==> src/rtl/assert_macros.svh <==
// ----------------------------------------------------------------------------
// Assertion macros
// Shared concurrent assertion wrappers clocked on clk_i with rst_ni as reset.
// ----------------------------------------------------------------------------
`ifndef ASSERT_MACROS_SVH
`define ASSERT_MACROS_SVH

// Property checked at every rising clock edge outside reset.
`define CLT_ASSERT(lbl, prop, msg) \
  lbl: assert property (@(posedge clk_i) disable iff (!rst_ni) (prop)) \
    else $error(msg);

// Condition that must never be true outside reset.
`define CLT_ASSERT_NEVER(lbl, cond, msg) \
  `CLT_ASSERT(lbl, !(cond), msg)

`endif

==> src/rtl/clt_pkg.sv <==
// ----------------------------------------------------------------------------
// clt_pkg
// Types and constants of the change log table.
// ----------------------------------------------------------------------------
`default_nettype none

package clt_pkg;

  localparam int LogEntriesDef = 16;
  localparam int FlagCountDef  = 32768;

  localparam logic [14:0] IdLimit       = 15'h7FFF;
  localparam logic [15:0] EmptyId       = 16'hFFFF;
  localparam logic [7:0]  CountMax      = 8'hFF;
  localparam logic [31:0] TimeNone      = 32'hFFFF_FFFF;
  localparam logic [6:0]  ShowTimeReset = 7'd120;
  localparam logic [7:0]  BrightFloor   = 8'd32;
  localparam logic [7:0]  BrightFull    = 8'd255;

  typedef struct packed {
    logic        mode;
    logic [14:0] flag_id;
    logic [31:0] new_value;
    logic [31:0] current_value;
    logic [31:0] now_frame;
    logic [3:0]  slot_index;
  } req_t;

  typedef struct packed {
    logic        logged;
    logic [3:0]  slot_written;
    logic        visible;
    logic [15:0] entry_id;
    logic [31:0] entry_value;
    logic [7:0]  brightness;
  } rsp_t;

  typedef enum logic [1:0] {
    ST_CLEAR,
    ST_IDLE,
    ST_LOOK,
    ST_SCAN
  } state_e;

endpackage

`default_nettype wire

==> src/rtl/clt_entry_table.sv <==
// ----------------------------------------------------------------------------
// clt_entry_table
// Trace entries: ids and times in registers with a parallel id search, values
// in a small memory with a registered read port.
// ----------------------------------------------------------------------------
`default_nettype none

module clt_entry_table #(
  parameter int LOG_ENTRIES = clt_pkg::LogEntriesDef,
  localparam int IW = $clog2(LOG_ENTRIES)
) (
  input  logic          clk_i,
  input  logic          rst_ni,
  input  logic [IW-1:0] rd_addr_i,
  output logic [31:0]   rd_value_o,
  input  logic [IW-1:0] sel_i,
  output logic [15:0]   sel_id_o,
  output logic [31:0]   sel_time_o,
  input  logic [14:0]   key_i,
  output logic          hit_o,
  output logic [IW-1:0] hit_idx_o,
  input  logic          we_i,
  input  logic [IW-1:0] waddr_i,
  input  logic [14:0]   wid_i,
  input  logic [31:0]   wvalue_i,
  input  logic [31:0]   wtime_i
);

  import clt_pkg::*;

  logic [15:0] ids_q   [LOG_ENTRIES];
  logic [31:0] times_q [LOG_ENTRIES];
  logic [31:0] values  [LOG_ENTRIES];
  logic [31:0] rd_value_q;

  always_ff @(posedge clk_i or negedge rst_ni) begin
    if (!rst_ni) begin
      for (int i = 0; i < LOG_ENTRIES; i++) begin
        ids_q[i]   <= EmptyId;
        times_q[i] <= TimeNone;
      end
    end else if (we_i) begin
      ids_q[waddr_i]   <= {1'b0, wid_i};
      times_q[waddr_i] <= wtime_i;
    end
  end

  always_ff @(posedge clk_i) begin
    if (we_i) begin
      values[waddr_i] <= wvalue_i;
    end
    rd_value_q <= values[rd_addr_i];
  end

  // The lowest entry that holds the key or is empty wins.
  always_comb begin
    hit_o     = 1'b0;
    hit_idx_o = '0;
    for (int i = LOG_ENTRIES - 1; i >= 0; i--) begin
      if (ids_q[i] == {1'b0, key_i} || ids_q[i] == EmptyId) begin
        hit_o     = 1'b1;
        hit_idx_o = IW'(i);
      end
    end
  end

  assign rd_value_o = rd_value_q;
  assign sel_id_o   = ids_q[sel_i];
  assign sel_time_o = times_q[sel_i];

endmodule

`default_nettype wire

==> config.mk <==
export PLATFORM = sky130hd
export DESIGN_NAME = clt_entry_table
export DESIGN_NICKNAME = d
export VERILOG_FILES = /design/src/rtl/assert_macros.svh /design/src/rtl/clt_pkg.sv /design/src/rtl/clt_entry_table.sv
export SDC_FILE = /design/constraint.sdc
export NUM_CORES = 2
export LEC_CHECK = 0
export ABC_AREA = 0
export CORE_MARGIN = 4
export CORE_UTILIZATION = 30
export DETAILED_ROUTE_END_ITERATION = 6
export DONT_BUFFER_PORTS = 1
export GPL_TIMING_DRIVEN = 0
export PLACE_DENSITY = 0.53
export SYNTH_ARGS = -nofsm -noshare
export SYNTH_HDL_FRONTEND = slang
export SYNTH_SLANG_ARGS = --single-unit
==> constraint.sdc <==
create_clock -name clk_i -period 3.05 [get_ports clk_i]
set_input_delay 0.61 -clock clk_i [delete_from_list [all_inputs] [get_ports clk_i]]
set_output_delay 0.61 -clock clk_i [all_outputs]
set_load 0.05 [all_outputs]
; Word level (Yosys, flattened, before mapping)
; Memories as Yosys holds them, arrays and structs flattened. A register that Yosys moved wholly into a read port is not among the register bits.
; Index checks and enable logic that the tools add are counted.
[totals]
regBits = 768
latchBits = 0
ramBits = 512
rom_bits = 0
input_bits = 109
wordCells = 133
mem_count = 1
[op_classes]
n_addsub = 0
n_mul = 0
div_mod_pow = 0
order_cmp = 3
n_eq_ne = 32
shift = 0
muxes = 46
bitwise = 2
reduce_logical = 17
[memory_table]
columns = name, words, word_bits, read_ports, rd_clocked_by_memory_dff, wr, line
row1 = values, 16, 32, 1, 1, 1, clt_entry_table.sv:33  ; logic [31:0] values [LOG_ENTRIES];
[ops]
columns = op, n
row1 = 512-bit bitwise mux, 1
row2 = 256-bit bitwise mux, 1
row3 = 16-bit by 15-bit == test with 1-bit output, 16
row4 = "16-bit == test, second input constant", 16
row5 = 32-bit binary-select mux with 4-bit select, 1
row6 = 32-bit demux with 4-bit select, 1
row7 = 32-bit 2-to-1 mux, 3
row8 = 16-bit binary-select mux with 4-bit select, 1
row9 = 16-bit demux with 4-bit select, 1
row10 = 4-bit 2-to-1 mux, 16
row11 = 16-bit 2-to-1 mux, 3
row12 = 1-bit 2-to-1 mux, 18
row13 = 1-bit logical OR, 16
row14 = "5-bit >= comparator, second input constant", 2
row15 = 4-bit NOT with 5-bit output, 2
row16 = "5-bit by 1-bit < comparator with 1-bit output, second input constant", 1
row17 = 1-bit logical AND, 1

; Depth between registers and ports, before layout
[depth]
ltp_word = 18
depth_mapped = 9
mapped_depth_nobuf = 7

; Least setup slack after synthesis
; No wires, ideal clock.
[synth_path]
path_type = input to output
start = in key_i[8]
end = out hit_idx_o[0]
arrival_ps = 2682
required_time_ps = 2440
path_slack_ps = -242
path_stages = 8
path_buffers = 1
path_cell_list = buf_6 xor2_1 or4_1 nor4_2 o211ai_1 a21boi_2 nor2_1 a21oi_1
[synth_via]
elab_chain_len = 18
[synth_rtl]
columns = element, line
row1 = "start, declared", clt_entry_table.sv:19  ; input logic [14:0] key_i,
row2 = 16-bit by 15-bit == test with 1-bit output, clt_entry_table.sv:60  ; if (ids_q[i] == {1'b0, key_i} || ids_q[i] == EmptyId) begin
row3 = 1-bit logical OR, clt_entry_table.sv:60
row4 = 4-bit 2-to-1 mux (15 in a row), clt_entry_table.sv:60
row5 = 4-bit 2-to-1 mux (*), clt_entry_table.sv:60
row6 = "end, declared", clt_entry_table.sv:21  ; output logic [IW-1:0] hit_idx_o,
; Mark *: on every way between the ends. The rest lies on a longest branch, timed or not.

; Worst setup path in the final report
[layout_path]
start = reg ids_q[15] (netlist bit)
end = out hit_idx_o[1]
[layout_via]
elab_chain_len = 18
[layout_rtl]
columns = element, line
row1 = "start, declared", clt_entry_table.sv:31  ; logic [15:0] ids_q [LOG_ENTRIES];
row2 = "start signal, assigned by index", clt_entry_table.sv:39  ; ids_q[i] <= EmptyId;
row3 = "start signal, assigned by index", clt_entry_table.sv:43  ; ids_q[waddr_i] <= {1'b0, wid_i};
row4 = 16-bit by 15-bit == test with 1-bit output / 16-bit == test (equally long branches), clt_entry_table.sv:60
row5 = 1-bit logical OR (*), clt_entry_table.sv:60
row6 = 4-bit 2-to-1 mux (*) (16 in a row), clt_entry_table.sv:60
; Marked as above.

==> flow_metrics.tcl <==
set metrics [dict create \
    p_total_mw 49.6 \
    cp-end-kind "output pin" \
    cts_max_path_buffers 3 \
    tritoncts "done" \
    grt_use_met3_pct 4.02 \
    dieArea_um2 203000 \
    finClkSkew_ns 0.0226 \
    std_cell_rows 161 \
    regArea_um2 36200 \
    clock_latency_ns 0.79 \
    fillerInstances 18400 \
    place_inst 6345 \
    drv_slew 495 \
    port_buffers 0 \
    grt_use_met2_pct 29.7 \
    crit_family "compound AO/OA/AOI/OAI gates" \
    ys_warn_count 0 \
    layout-drive-gt1-share_pct 49.4 \
    finalCritPeriodShare_pct 124 \
    status "finished with violations" \
    clock_sinks 1312 \
    grt_max_degree 769 \
    ys_ff_latch 1312 \
    wirelength_um 187000 \
    clkSlewWorstSetupHoldPaths_ns 0.06 \
    synthDistinctLibCells 44 \
    yosysTopAreaCellShare_pct 34.4 \
    async_reset_ff_share_pct 58.5 \
    synth_ff_type "dfstp_2" \
    numCtsBuffers 145 \
    gr-total-overflow 0 \
    layout_setup_ws_ns -0.719 \
    antenna_found_initial 18 \
    initialDrtViolationCount 2727 \
    ys_seq_area_share_pct 61.8 \
    slew_headroom_pct -97.7 \
    multi_input_area_um2 21400 \
    ios 194 \
    firstDrtPassIters 5 \
    rsz0062_at_grt "yes" \
    met1_usage_pct 23.7 \
    place_congestion 0.931 \
    start_util_pct 30.3 \
    finalSetupViolations 37 \
    area_growth_pct 17.6 \
    instances_no_fill 6741 \
    drv_cap 1 \
    grt_pass1_wl_um 268000 \
    grt_pass1_vias 36000 \
    crit_arrival_ns 3.16 \
    cts_root_buffer "clkbuf_16" \
    place_worst_setup_slack_ns -1.52 \
    crit_chain "nand4_1 > nor4_1 > a31oi_2 > a2111oi_4 > o221a_1 > o211a_4" \
    ys_top_cells_by_area "dfstp_2 34%, edfxtp_1 26%, mux4_2 15%" \
    die_height_um 450 \
    power_leakage_nw 25.0 \
    htree_levels 4 \
    grt_use_total_pct 18.2 \
    vias_per_cell 5.12 \
    hold_viol 12 \
    syn_area_um2 58600 \
    die_w_um 450 \
    cts_hold_buf 80 \
    critical_path.slowest_cell "dfstp_2" \
    cpPeakStageDelay_ns 0.59 \
    whs_ns -0.165 \
    route.detailed.drc 0 \
    violations "negative hold slack, max-capacitance violations, max-slew violations, negative setup slack" \
    path_class "register to output pin" \
    syn_nets 3909 \
    synth_edf_count 512 \
    hp-class "input pin to asynchronous set/reset pin" \
    dp_hpwl_um 123000 \
    coreArea_um2 193000 \
    avgSynthCellArea_um2 15.4 \
    critPathLaunchType "register" \
    routedWlPerCell_um 27.8 \
    r2r_setup_slack_ns 1.50 \
    yosysTopAreaCell "dfstp_2" \
    top_usage_layer "met2" \
    fin_nets 4185 \
    max-vdd-ir-drop_mv 0.493 \
    worst_pin_slew_ns 2.97 \
    route.vias.total 34500 \
    ant_nets 0 \
    fin_crit_ns 3.77 \
    netlist_instances 3800 \
    cellPowerDensity_nw_per_um2 719 \
    crit_fanout 4 \
    fmax_mhz 265 \
    cp.required_ns 2.44 \
    worst-path-buf-inv 0 \
]
==> worst register-to-register path, delay by kind of cell, from the launching register on <==
| kind | cells | cell delay [ns] |
|---|---|---|
| multiplexers | 2 | 1.04 |
| flip-flops | 1 | 0.36 |
==> where the power goes <==
group | leakage [nW] | switching (mW) | internal (mW) | total (mW)
sequential | 12.9 | 2.16 | 22.4 | 24.6
clock | 2.29 | 7.50 | 10.0 | 17.5
combinational | 9.74 | 3.77 | 3.71 | 7.48
==> synthesized netlist by cell type (23+ instances only) <==
master / instances
nor4_1: 47
nand2_1: 852
xnor2_1: 120
edfxtp_1: 512
buf_1: 34
mux2_2: 470
xor2_1: 120
nor2_1: 28
buf_2: 64
buf_4: 23
clkbuf_1: 152
dfstp_2: 768
nand4_1: 98
mux4_2: 400
dfxtp_1: 32
==> per-stage QoR <==
step                 TNS, ns  cell area (µm²)  utilization [%]
floorplan             -0.132            58600                -
global placement    -1215.88            61800             31.9
finish                 -5.46            68900             35.6
detailed placement    -84.81            62200             32.2
global route           -6.61            68900             35.6
CTS                    -6.21            68700             35.5
==> cell usage in the layout, fill, tap and decap left out, drive strengths merged, types with 2 or more instances in the layout <==
cell         netlist  layout
a31oi             10      10
or4                3       3
and2               8       8
clkinvlp           0       6
inv                6      10
clkbuf           152     359
nand2            852     852
or3                3       3
nor2              28      28
xor2             120     120
buf              129     175
edfxtp           512     512
nand3b             4       4
dfxtp             32      32
mux2             470     470
diode              0      24
a31o               2       2
nor3b              3       3
and3               2       2
xnor2            120     120
nand2b             3       3
clkinv             0      39
dlygate4sd3        0      80
mux4             400     400
nor4              49      49
dfstp            768     768
nor2b             11      11
nand4             98      98
a41oi              2       2
bufinv             0       8
==> timing repair <==
| item | in CTS | in global routing |
|---|---|---|
| gates cloned | 7 | 2 |
| pin swaps | 14 | 6 |
| buffers inserted | 18 | 5 |
| resized for setup | 156 | 17 |
| setup endpoints to repair | 53 | 51 |
| hold endpoints to repair | 1442 | 249 |
==> state kept, by name, indices dropped and copies added, names as in the netlist <==
signal,cells
ids_q,256
times_q,512
rd_value_o,32
values,512
==> kinds of logic after synthesis <==
family	synth area share, %
muxes	24.4
xor gates and xnor gates	3.59
DFF	61.8
buffers and inverters	2.22
AOI/OAI and AO/OA	0.297
and+or+nand+nor	7.74
==> metal layers <==
metal | routed length [µm] | vias up
met5 | 47 | -
met4 | 7390 | 6
met3 | 11500 | 303
met2 | 90100 | 1117
met1 | 78400 | 18500
li1 | - | 14500
==> cell type report <==
cell class | count | area share, %
Multi-Input combinational cell | 2201 | 31.0
Inverter | 6 | 0.0327
Clock buffer | 205 | 5.86
Timing Repair Buffer | 130 | 2.50
Antenna cell | 24 | 0.0872
Clock inverter | 57 | 0.999
Buffer | 280 | 2.42
Sequential cell | 1312 | 52.5
Tap cell | 2526 | 4.59
==> path summary, 6_finish.rpt <==
path	from	to	cells after the start
worst min register to register	times_q[508]	times_q[508]	2
worst min-delay path	rst_ni	times_q[47]	0
worst max register to register	values[15][4]	rd_value_o[4]	2
min in group clk_i	wtime_i[0]	times_q[480]	3
max in group asynchronous	rst_ni	ids_q[42]	0
worst max-delay path	ids_q[15]	hit_idx_o[1]	6
Note: power is estimated with default switching activity, not from simulation.
